--- config.mk ---
export PLATFORM = sky130hd
export DESIGN_NAME = multi_stack_shared_memory_flat
export DESIGN_NICKNAME = d
export VERILOG_FILES = /design/src/rtl/msm_pkg.sv /design/src/rtl/msm_if.sv /design/src/rtl/msm_ram.sv /design/src/rtl/msm_ctrl.sv /design/src/rtl/msm_dp.sv /design/src/rtl/multi_stack_shared_memory.sv /design/src/flat_wrapper.sv
export SDC_FILE = /design/constraint.sdc
export NUM_CORES = 2
export LEC_CHECK = 0
export CORE_MARGIN = 10
export CORE_UTILIZATION = 40
export CTS_BUF_LIST = sky130_fd_sc_hd__clkbuf_16
export DETAILED_ROUTE_END_ITERATION = 10
export DONT_BUFFER_PORTS = 1
export RECOVER_POWER = 50
export SLEW_MARGIN = 20
export SYNTH_ARGS = -nofsm -noshare
export SYNTH_HDL_FRONTEND = slang
export SYNTH_SLANG_ARGS = --single-unit
--- constraint.sdc ---
create_clock -name clk -period 5 [get_ports clk]
set_clock_uncertainty 0.05 [all_clocks]
set_input_delay 0.75 -clock clk [delete_from_list [all_inputs] [get_ports clk]]
set_output_delay 0.75 -clock clk [all_outputs]
set_load 0.02 [all_outputs]
--- src/rtl/msm_pkg.sv ---
// msm_pkg: types, codes and default sizes of the shared-memory stack block.
// No dependencies; msm_if, msm_ctrl, msm_dp, the top level and msm_checker import it.
`default_nettype none

package msm_pkg;

  // default sizes, handed to the top-level parameters
  localparam int ENTRIES_DEF = 64;
  localparam int STACKS_DEF  = 4;

  // fixed field widths
  localparam int SEL_W  = 2;
  localparam int VAL_W  = 32;
  localparam int STAT_W = 2;

  // operation codes
  localparam logic CMD_PUSH = 1'b0;
  localparam logic CMD_POP  = 1'b1;

  // result status codes
  typedef enum logic [STAT_W-1:0] {
    ST_OK       = 2'd0,
    ST_OVERFLOW = 2'd1,
    ST_EMPTY    = 2'd2
  } msm_status_t;

  // controller to datapath commands
  typedef struct packed {
    logic load;    // capture the operation and launch the memory reads
    logic commit;  // apply the update and fill the result register
  } msm_cmd_t;

endpackage

`default_nettype wire

--- src/rtl/msm_if.sv ---
// msm_if: valid/ready channel interfaces for operations and results.
// Depends on msm_pkg.
`default_nettype none

interface msm_in_if
  import msm_pkg::*;
();
  logic                    valid;
  logic                    ready;
  logic                    command;
  logic        [SEL_W-1:0] stack_select;
  logic signed [VAL_W-1:0] push_value;

  modport source (output valid, output command, output stack_select,
                  output push_value, input ready);
  modport sink   (input valid, input command, input stack_select,
                  input push_value, output ready);
endinterface

interface msm_out_if
  import msm_pkg::*;
();
  logic                     valid;
  logic                     ready;
  logic        [STAT_W-1:0] status;
  logic signed [VAL_W-1:0]  pop_value;

  modport source (output valid, output status, output pop_value, input ready);
  modport sink   (input valid, input status, input pop_value, output ready);
endinterface

`default_nettype wire

--- src/rtl/msm_ram.sv ---
// msm_ram: generic single-write, single-read RAM with registered read data.
// No dependencies.
`default_nettype none

module msm_ram #(
  parameter int WIDTH = 32,
  parameter int DEPTH = 64
) (
  input  wire logic                     clk,
  input  wire logic                     we,
  input  wire logic [$clog2(DEPTH)-1:0] waddr,
  input  wire logic [WIDTH-1:0]         wdata,
  input  wire logic                     re,
  input  wire logic [$clog2(DEPTH)-1:0] raddr,
  output logic      [WIDTH-1:0]         rdata
);

  logic [WIDTH-1:0] mem [DEPTH];

  // write port
  always_ff @(posedge clk) begin
    if (we) begin
      mem[waddr] <= wdata;
    end
  end

  // read port, data held while re is low
  always_ff @(posedge clk) begin
    if (re) begin
      rdata <= mem[raddr];
    end
  end

endmodule

`default_nettype wire

--- src/rtl/msm_ctrl.sv ---
// msm_ctrl: sequencing state machine and result handshake.
// Depends on msm_pkg.
`default_nettype none

module msm_ctrl
  import msm_pkg::*;
(
  input  wire logic clk,
  input  wire logic rst_n,
  input  wire logic in_valid,
  output logic      in_ready,
  output logic      out_valid,
  input  wire logic out_ready,
  output msm_cmd_t  cmd
);

  typedef enum logic [1:0] {
    S_IDLE = 2'b01,
    S_EXEC = 2'b10
  } state_t;

  state_t state_r, state_nxt;
  logic   out_valid_r, out_valid_nxt;

  // take nothing while reset is asserted
  assign in_ready   = (state_r == S_IDLE) && rst_n;
  assign cmd.load   = in_valid && in_ready;
  assign cmd.commit = (state_r == S_EXEC) && (!out_valid_r || out_ready);
  assign out_valid  = out_valid_r;

  // advance: idle takes an operation, exec waits for a free result slot
  always_comb begin
    state_nxt = state_r;
    unique case (state_r)
      S_IDLE: if (cmd.load) state_nxt = S_EXEC;
      S_EXEC: if (cmd.commit) state_nxt = S_IDLE;
      default: state_nxt = S_IDLE;
    endcase
  end

  // hold the result until its transfer
  always_comb begin
    out_valid_nxt = out_valid_r;
    if (cmd.commit) begin
      out_valid_nxt = 1'b1;
    end else if (out_ready) begin
      out_valid_nxt = 1'b0;
    end
  end

  always_ff @(posedge clk) begin
    if (!rst_n) begin
      state_r     <= S_IDLE;
      out_valid_r <= 1'b0;
    end else begin
      state_r     <= state_nxt;
      out_valid_r <= out_valid_nxt;
    end
  end

endmodule

`default_nettype wire

--- src/rtl/msm_dp.sv ---
// msm_dp: entry store, free list, stack tops and result registers.
// Depends on msm_pkg and msm_ram.
`default_nettype none

module msm_dp
  import msm_pkg::*;
#(
  parameter int ENTRIES = ENTRIES_DEF,
  parameter int STACKS  = STACKS_DEF
) (
  input  wire logic                    clk,
  input  wire logic                    rst_n,
  input  wire msm_cmd_t                cmd,
  input  wire logic                    in_command,
  input  wire logic        [SEL_W-1:0] in_stack_select,
  input  wire logic signed [VAL_W-1:0] in_push_value,
  output logic        [STAT_W-1:0]     out_status,
  output logic signed [VAL_W-1:0]      out_pop_value
);

  localparam int LW  = $clog2(ENTRIES + 1);          // link width, null included
  localparam int IW  = $clog2(ENTRIES);              // entry address width
  localparam int STW = (STACKS > 1) ? $clog2(STACKS) : 1;
  localparam logic [LW-1:0] NULL_LINK = LW'(ENTRIES);

  // list heads; hw_r counts entries ever taken from the never-used tail
  logic [LW-1:0] free_head_r, free_head_nxt;
  logic [LW-1:0] tops_r [STACKS];
  logic [LW-1:0] hw_r, hw_nxt;

  // captured operation
  logic                    cmd_r;
  logic [STW-1:0]          sel_r;
  logic                    sel_ok_r;
  logic signed [VAL_W-1:0] val_r;
  logic [LW-1:0]           idx_r;

  logic [STAT_W-1:0]       status_r;
  logic signed [VAL_W-1:0] pop_value_r;

  // decode the incoming stack number
  logic [STW+SEL_W-1:0] sel_ext;
  logic [STW-1:0]       sel_in;
  logic                 sel_ok_in;
  logic [LW-1:0]        idx_in;

  assign sel_ext   = {{STW{1'b0}}, in_stack_select};
  assign sel_in    = sel_ext[STW-1:0];
  assign sel_ok_in = (sel_ext < (STW+SEL_W)'(STACKS));

  // push works on the free head, pop on the chosen top
  always_comb begin
    if (in_command == CMD_PUSH) begin
      idx_in = free_head_r;
    end else if (sel_ok_in) begin
      idx_in = tops_r[sel_in];
    end else begin
      idx_in = NULL_LINK;
    end
  end

  // capture the operation
  always_ff @(posedge clk) begin
    if (cmd.load) begin
      cmd_r    <= in_command;
      sel_r    <= sel_in;
      sel_ok_r <= sel_ok_in;
      val_r    <= in_push_value;
      idx_r    <= idx_in;
    end
  end

  // entry store
  logic [LW-1:0]    link_q;
  logic [VAL_W-1:0] value_q;
  logic             link_we, value_we;
  logic [LW-1:0]    link_wdata;

  msm_ram #(.WIDTH(LW), .DEPTH(ENTRIES)) u_link_ram (
    .clk   (clk),
    .we    (link_we),
    .waddr (idx_r[IW-1:0]),
    .wdata (link_wdata),
    .re    (cmd.load),
    .raddr (idx_in[IW-1:0]),
    .rdata (link_q)
  );

  msm_ram #(.WIDTH(VAL_W), .DEPTH(ENTRIES)) u_value_ram (
    .clk   (clk),
    .we    (value_we),
    .waddr (idx_r[IW-1:0]),
    .wdata (val_r),
    .re    (cmd.load),
    .raddr (idx_in[IW-1:0]),
    .rdata (value_q)
  );

  // execute the captured operation
  logic          idx_live, is_push, op_ok, fresh;
  logic [LW-1:0] link_rd;
  logic [LW-1:0] top_cur;

  assign idx_live = (idx_r < NULL_LINK);
  assign is_push  = (cmd_r == CMD_PUSH);
  assign op_ok    = sel_ok_r && idx_live;
  assign top_cur  = tops_r[sel_r];
  // an entry never taken has no link in the RAM; its successor is the next entry
  assign fresh    = is_push && (idx_r == hw_r);
  assign link_rd  = fresh ? (idx_r + LW'(1)) : link_q;

  assign link_we    = cmd.commit && op_ok;
  assign value_we   = cmd.commit && op_ok && is_push;
  assign link_wdata = is_push ? top_cur : free_head_r;

  always_comb begin
    free_head_nxt = free_head_r;
    hw_nxt        = hw_r;
    if (cmd.commit && op_ok) begin
      if (is_push) begin
        free_head_nxt = link_rd;
        if (fresh) hw_nxt = hw_r + LW'(1);
      end else begin
        free_head_nxt = idx_r;
      end
    end
  end

  always_ff @(posedge clk) begin
    if (!rst_n) begin
      free_head_r <= '0;
      hw_r        <= '0;
      for (int i = 0; i < STACKS; i++) begin
        tops_r[i] <= NULL_LINK;
      end
    end else begin
      free_head_r <= free_head_nxt;
      hw_r        <= hw_nxt;
      if (cmd.commit && op_ok) begin
        tops_r[sel_r] <= is_push ? idx_r : link_rd;
      end
    end
  end

  // fill the result register
  always_ff @(posedge clk) begin
    if (cmd.commit) begin
      if (op_ok) begin
        status_r    <= ST_OK;
        pop_value_r <= is_push ? '0 : value_q;
      end else begin
        status_r    <= is_push ? ST_OVERFLOW : ST_EMPTY;
        pop_value_r <= '0;
      end
    end
  end

  assign out_status    = status_r;
  assign out_pop_value = pop_value_r;

endmodule

`default_nettype wire

--- src/rtl/multi_stack_shared_memory.sv ---
// multi_stack_shared_memory: several stacks sharing one entry store.
// Depends on msm_pkg, msm_if, msm_ctrl, msm_dp and msm_ram.
//
// Usage: each transfer on in_if is one operation: command push or pop on
// stack stack_select, with push_value stored by a push. Each operation gives
// exactly one transfer on out_if: status ok, overflow (push with no free
// entry, or stack number at or above STACKS) or empty (pop of an empty or
// nonexistent stack), and pop_value, the popped value or zero.
// Timing: taking an operation captures it and launches the reads of the
// link and value memories; the update cycle that follows updates the lists
// and loads the result register, from which out_if is driven.
// One operation is in flight at a time: in_if.ready stays low through the
// update cycle, which uses the registered memory read data.
// The next operation may be taken while a result waits in the output
// register; if the receiver still stalls when that one completes, it holds
// in its update cycle until the output register frees.
// Reset (synchronous): in_if.ready low while asserted; afterwards all stacks
// empty, every entry free in order, no result pending. No clearing pass.
`default_nettype none

module multi_stack_shared_memory
  import msm_pkg::*;
#(
  parameter int ENTRIES = ENTRIES_DEF,
  parameter int STACKS  = STACKS_DEF
) (
  input  wire logic clk,
  input  wire logic rst_n,
  msm_in_if.sink    in_if,
  msm_out_if.source out_if
);

  msm_cmd_t cmd;

  msm_ctrl u_ctrl (
    .clk       (clk),
    .rst_n     (rst_n),
    .in_valid  (in_if.valid),
    .in_ready  (in_if.ready),
    .out_valid (out_if.valid),
    .out_ready (out_if.ready),
    .cmd       (cmd)
  );

  msm_dp #(.ENTRIES(ENTRIES), .STACKS(STACKS)) u_dp (
    .clk             (clk),
    .rst_n           (rst_n),
    .cmd             (cmd),
    .in_command      (in_if.command),
    .in_stack_select (in_if.stack_select),
    .in_push_value   (in_if.push_value),
    .out_status      (out_if.status),
    .out_pop_value   (out_if.pop_value)
  );

endmodule

`default_nettype wire

--- src/flat_wrapper.sv ---
// flat-port wrapper written by rule: the top's interface ports become plain ports
module multi_stack_shared_memory_flat import msm_pkg::*;
#(
  parameter int ENTRIES = ENTRIES_DEF,
  parameter int STACKS  = STACKS_DEF
)
  (clk, rst_n, in_if_valid, in_if_command, in_if_stack_select, in_if_push_value, in_if_ready, out_if_valid, out_if_status, out_if_pop_value, out_if_ready);
  msm_in_if in_if_i ();
  msm_out_if out_if_i ();
  input  wire logic clk;
  input  wire logic rst_n;
  input wire logic [$bits(in_if_i.valid)-1:0] in_if_valid;
  input wire logic [$bits(in_if_i.command)-1:0] in_if_command;
  input wire logic [$bits(in_if_i.stack_select)-1:0] in_if_stack_select;
  input wire logic [$bits(in_if_i.push_value)-1:0] in_if_push_value;
  output wire logic [$bits(in_if_i.ready)-1:0] in_if_ready;
  output wire logic [$bits(out_if_i.valid)-1:0] out_if_valid;
  output wire logic [$bits(out_if_i.status)-1:0] out_if_status;
  output wire logic [$bits(out_if_i.pop_value)-1:0] out_if_pop_value;
  input wire logic [$bits(out_if_i.ready)-1:0] out_if_ready;
  assign in_if_i.valid = in_if_valid;
  assign in_if_i.command = in_if_command;
  assign in_if_i.stack_select = in_if_stack_select;
  assign in_if_i.push_value = in_if_push_value;
  assign in_if_ready = in_if_i.ready;
  assign out_if_valid = out_if_i.valid;
  assign out_if_status = out_if_i.status;
  assign out_if_pop_value = out_if_i.pop_value;
  assign out_if_i.ready = out_if_ready;
  multi_stack_shared_memory #(.ENTRIES(ENTRIES), .STACKS(STACKS)) u_core (.clk(clk), .rst_n(rst_n), .in_if(in_if_i), .out_if(out_if_i));
endmodule
# Yosys cells after proc, flatten, opt, wreduce, memory -nomap -nowiden

Memory sizes are Yosys's and may differ from the RTL's. A register that Yosys moved wholly into a read port is not among the register bits.
Cells that the tools add are included.

Magnitude comparators: 2
Equality and inequality tests: 5
Bitwise logic cells: 1
Muxes and demuxes: 23
Reduce and logical (&&, ||, !) cells: 14
Add/sub/neg operators: 2

Operators by type and width:

| operator            | number |
|---|---|
| $mux 7              | 7 |
| $add 7x1->7 const B | 2 |
| $mux 1              | 10 |
| $mux 2              | 5 |
| $eq 7x7->1          | 1 |
| $logic_and 1x1->1   | 7 |
| $lt 7x7->1 const B  | 1 |
| $reduce_or 7->1     | 1 |
| $ne 2x2->1 const B  | 2 |
| $pmux 2 s2          | 1 |
| $reduce_and 2->1    | 2 |
| $lt 2x3->1 const B  | 1 |
| $reduce_and 3->1    | 1 |
| $eq 2x1->1 const B  | 1 |
| $eq 2x2->1 const B  | 1 |
| $reduce_bool 2->1   | 1 |
| $logic_not 1->1     | 1 |
| $logic_or 1x1->1    | 1 |
| $not 1->1           | 1 |

Memories kept: 3
Register bits: 94
Input port bits: 39
Output and inout port bits: 36
Word-level logic and storage cells: 61
Memory bits (writable): 2524

Memories:

| memory                      | depth | width | rd ports | clocked after Yosys merged registers in | wr ports | RTL line      | text |
|---|---|---|---|---|---|---|---|
| u_core.u_dp.u_value_ram.mem | 64    | 32    | 1        | 1                                       | 1        | msm_ram.sv:18 | `logic [WIDTH-1:0] mem [DEPTH];` |
| u_core.u_dp.u_link_ram.mem  | 64    | 7     | 1        | 1                                       | 1        | msm_ram.sv:18 |  |
| u_core.u_dp.tops_r          | 4     | 7     | 2        | 1                                       | 4        | msm_dp.sv:28  | `logic [LW-1:0] tops_r [STACKS];` |

# Longest topological paths before layout

Depth in word-level cells: 9
Depth in mapped cells: 13
Mapped depth without buffers: 8

# Modules after synthesis

From an unflattened synthesis, not the netlist that was laid out.

Cell total of the unflattened synthesis: 4500
Area, all modules: 101741.3 um2

By module, submodules not included:

| module                            | times used | sequential area each (um2) | cells an instance | area an instance (um2) |
|---|---|---|---|---|
| msm_ram (u_core.u_dp.u_value_ram) | 1          | 62459.9                    | 3324              | 78835.6 |
| msm_ram (u_core.u_dp.u_link_ram)  | 1          | 13663.1                    | 827               | 17705.7 |
| msm_dp                            | 1          | 3443.3                     | 335               | 5057.4 |
| msm_ctrl                          | 1          | 60.1                       | 14                | 142.6 |

# Worst setup path before layout

Ideal clock, no wire load.

Path kind: input port to flip-flop
Start: input port out_if_ready
End: memory u_core.u_dp.u_value_ram.mem[7][0], enable pin
Required time: 4.448 ns
Path slack: -0.280 ns
Data arrival time: 4.728 ns
Cell stages on the path: 5
Buffers on the path: 1
Setup time: 0.502 ns
Cells stage by stage: nor2b_1 > or3_1 > or3_1 > clkbuf_1 > nor4_1

Word-level cells in the longest chain between the ends: 6

Ends and longest elaborated chain:

| element                         | RTL line           | text |
|---|---|---|
| start: declaration              | flat_wrapper.sv:20 | `input wire logic [$bits(out_if_i.ready)-1:0] out_if_ready;` |
| $logic_or 1x1->1                | msm_ctrl.sv:28     | `assign cmd.commit = (state_r == S_EXEC) && (!out_valid_r \|\| out_ready);` |
| $logic_and 1x1->1               | msm_ctrl.sv:28     |  |
| $logic_and 1x1->1 (2 in series) | msm_dp.sv:113      | `assign value_we = cmd.commit && op_ok && is_push;` |
| $mux 1                          | msm_ram.sv:22      | `if (we) begin` |
| $mux 1 (implied by the code)    | msm_ram.sv:23      | `mem[waddr] <= wdata;` |
| end: declaration                | msm_ram.sv:18      |  |

No other way between the ends.

# Final worst setup path

Start: register u_core.u_ctrl.state_r[0]
End: register u_core.u_dp.val_r[18], enable pin

Word-level cells in the longest chain between the ends: 3

Ends and longest elaborated chain:

| element                             | RTL line           | text |
|---|---|---|
| start: declaration                  | msm_ctrl.sv:22     | `state_t state_r, state_nxt;` |
| start signal: assignment            | msm_ctrl.sv:56     | `state_r <= state_nxt;` |
| $eq 2x1->1                          | msm_ctrl.sv:26     | `assign in_ready = (state_r == S_IDLE) && rst_n;` |
| $logic_and 1x1->1                   | msm_ctrl.sv:26     |  |
| named net in_if_ready               | flat_wrapper.sv:16 | `output wire logic [$bits(in_if_i.ready)-1:0] in_if_ready;` |
| $logic_and 1x1->1                   | msm_ctrl.sv:27     | `assign cmd.load = in_valid && in_ready;` |
| named net u_core.u_dp.u_link_ram.re | msm_ram.sv:13      | `input wire logic re,` |
| end signal: assignment              | msm_dp.sv:68       | `val_r <= in_push_value;` |
| end: declaration                    | msm_dp.sv:35       | `logic signed [VAL_W-1:0] val_r;` |

The timed path passes the listed nets, and every way through them passes these cells.
A chain may end at the register's enable or synchronous reset.

==> flow_summary.ini <==
[cts]
numClockSinks = 2658
cts_made_buffers = 287
cts_tree = built
cts.root.buffer_cell = clkbuf_16
cts.clk_slew.worst_paths_ns = 0.06
maximum_clock_path_buffer_count = 4
cts-htree-levels = 5
worst_skew_pair_later_pin_latency_ns = 0.96
ctsResizeCount = 0

[outcome]
violations = max-capacitance violations, max-slew violations
run_status = complete, but fails checks

[logic_synthesis]
postSynthRegisterBits = 2658
synth_top_flop_cell = edfxtp_1
synth_enable_flop_cells = 2639
post_synthesis_net_count = 7505
netlist_area_um2 = 104000
netlist-cell-type-count = 47
postSynthCellCount = 7464
syn_area_per_cell_um2 = 13.9
warning_count_from_the_yosys_run = 0
async_s_r_ff_share_synth = 0
proportion_of_synthesized_chip_area_in_sequential_cells = 0.768

[floorplanning]
area_inside_the_core_boundary_um2 = 257000
row_count = 186
design.die.area_um2 = 280000
design.portCount = 75
initial_utilization = 0.403
die_width_um = 529
die_h_um = 529

[global_route]
track_usage = 0.216
grt_pass1_vias = 61800
grt_antenna_before_repair = 27
residual_overflow_from_global_routing = 0
grt_first_pass_wirelength_um = 447000
grt_max_degree = 130

[critical_path]
crit_arrival_ns = 4.86
cp.depth = 5
crit_path_cell_trace = nor2b_1 > and2_0 > nand2_1 > clkinvlp_4 > clkbuf_2
timing.reg2reg.setup_slack_ns = 0.45
endpoint_kind = flip-flop
critPathKind = flip-flop to flip-flop
slowest_cell_on_the_critical_path = clkinvlp_4
crit_family = buffers and inverters
cp-startpoint = u_core.u_ctrl.state_r[0]$_SDFFE_PN1P_
reg2reg_launch_point = u_core.u_ctrl.state_r[0]$_SDFFE_PN1P_
path_max_fanout = 50
buf_inv_stages_crit_path = 2
critPathCapture = u_core.u_dp.val_r[18]$_DFFE_PP_
crit_path_start_kind = flip-flop
worst-r2r-cell-count = 5
cpPeakStageDelay_ns = 1.53
worstPathRequired_ns = 5.31
worst_r2r_endpoint = u_core.u_dp.val_r[18]$_DFFE_PP_

[cells_and_area]
final_cell_mix = edfxtp_1, nand2_1, nand3_1, a21oi_1, clkbuf_16
drive_above_1_share = 0.0902
layout.cells.non_filler = 11200
final_net_count = 7588
fill_cells = 22400
utilization = 0.458
area_added_between_synthesis_and_finish_pct = 13.9
final_common_cell = edfxtp_1

[sta]
final-setup-viol-count = 0
period_minus_slack_ns = 4.55
fin_setup_tns_ns = 0
final-max-slew-violation-count = 2350
unrepaired_setup_endpoints_after_global_routing = false
timing.max_slew.rel_slack = -1.54
postLayoutSetupSlackWorst_ns = 0.455
max_freq_mhz = 220
hold_viol_final = 0
tightest_slew_ns = 3.80
fin_crit_sh = 0.909

[placement]
dpl_worst_slack_ns = 0.722
dp.cells = 10600
detailedPlacementHpwl_um = 174000
gp_congestion = 0.830
port_buffer_cells = 0

[detailed_routing]
detail_route.wl_per_cell_um = 28.0
first_pass_iters = 6
routed_via_density = 5.83
antenna_nets_post_route = 0
detail_route.wirelength_um = 313000
initialDrtViolationCount = 8556
dr_total_vias = 65100
post_route_drc = 0

[flow_run]
timing.max_cap.violations = 39

[power]
power.leakage_nw = 39.1
power_density_over_the_cells_nw_per_um2 = 400
design_power_total_mw = 47.2
irDropWorstVdd_v = 0.000378

[hold_path]
hp_class = primary input to flip-flop
[cell type report]
cell class,instances,area (um^2),area share
Timing Repair Buffer,304,3030,0.0256
Sequential cell,2658,79600,0.675
Clock buffer,294,7360,0.0623
Clock inverter,188,1250,0.0106
Inverter,8,41.3,0.000350
Antenna cell,38,95.1,0.000806
Tap cell,3384,4230,0.0359
Multi-Input combinational cell,4288,22400,0.190
[registers in the layout, summed over array words and instances (netlist names), 28 cells and up, named ones only]
register / flops
u_core.u_dp.u_link_ram.mem: 448
u_core.u_dp.u_value_ram.mem: 2048
u_core.u_dp.u_value_ram.rdata: 32
u_core.u_dp.out_pop_value: 32
u_core.u_dp.tops_r: 28
u_core.u_dp.val_r: 32
[layer usage]
metal  wire (um)  vias to the layer above  GRT usage
met1      126000                    33100      0.297
li1            -                    28000          -
met4       10300                       10     0.0717
met2      147000                     3392      0.346
met3       28800                      575     0.0423
met5          81                        -          0
[how the worst min path moves through the flow]
stage / from / to / depth (start not counted)
2_1_floorplan: u_core.u_dp.free_head_r[0]$_SDFFE_PN0N_ / u_core.u_dp.free_head_r[0]$_SDFFE_PN0N_ / 2
3_3_place_gp: u_core.u_dp.free_head_r[0]$_SDFFE_PN0N_ / u_core.u_dp.free_head_r[0]$_SDFFE_PN0N_ / 2
3_5_place_dp: u_core.u_dp.free_head_r[4]$_SDFFE_PN0N_ / u_core.u_dp.free_head_r[4]$_SDFFE_PN0N_ / 2
4_1_cts: in_if_command / u_core.u_dp.idx_r[5]$_DFFE_PP_ / 1
5_1_grt: in_if_valid / flip-flop / 2
6_report: in_if_valid / flip-flop / 2
[power by group]
group          switching (mW)  internal, mW  leakage (nW)
sequential             0.0821          24.5          24.0
clock                    8.33          11.4          4.48
combinational            2.08         0.752          10.6
total                    10.5          36.7          39.1
[stage by stage]
step	hold WS, ns	cell area (um^2)
5_1_grt	0.142	118000
3_5_place_dp	0.420	109000
3_3_place_gp	0.411	109000
4_1_cts	0.0854	118000
2_1_floorplan	0.396	104000
6_report	0.142	118000
[cells in the mapped netlist (2+ instances only)]
cell type | number | area (um^2)
o21a_1 | 2 | 15.0
xor2_1 | 9 | 78.8
mux2i_1 | 201 | 2010
nand3b_1 | 3 | 22.5
nand2_1 | 1998 | 7500
a31oi_1 | 251 | 1570
a21oi_1 | 474 | 2370
o221ai_1 | 7 | 61.3
xnor2_1 | 4 | 35.0
nand4b_1 | 2 | 17.5
buf_1 | 52 | 195
nand3_1 | 606 | 3030
nor4_1 | 3 | 18.8
nand4_1 | 158 | 988
or4_1 | 39 | 293
a221oi_1 | 124 | 1090
clkbuf_1 | 296 | 1110
buf_4 | 10 | 75.1
nor3_1 | 16 | 80.1
mux4_2 | 11 | 248
a21boi_0 | 6 | 45.0
nor2_1 | 153 | 574
o21ai_1 | 3 | 15.0
or2_2 | 14 | 87.6
dfxtp_1 | 19 | 380
mux2_2 | 18 | 203
ha_1 | 2 | 25.0
buf_2 | 143 | 716
buf_6 | 9 | 101
or3_1 | 11 | 68.8
inv_1 | 7 | 26.3
nor2b_1 | 7 | 43.8
a22oi_1 | 32 | 240
and2_1 | 41 | 257
edfxtp_1 | 2639 | 79200
nand2b_1 | 13 | 81.3
o21ai_0 | 6 | 30.0
and3_1 | 2 | 12.5
a32oi_1 | 65 | 569
[logic make-up after synthesis]
family | synth area share
AOI/OAI and AO/OA | 0.0584
xor gates and xnor gates | 0.00110
adders and majority gates | 0.000241
buffers and inverters | 0.0215
DFF | 0.768
muxes | 0.0241
and+or+nand+nor | 0.126
[timing repair]
| item | 4_1_cts | 5_1_grt |
|---|---|---|
| hold endpoints to repair | 57 | 0 |
| hold buffers | 38 | 0 |
| buffers inserted | 0 | 0 |
Note: power is estimated with default switching activity, not from simulation.
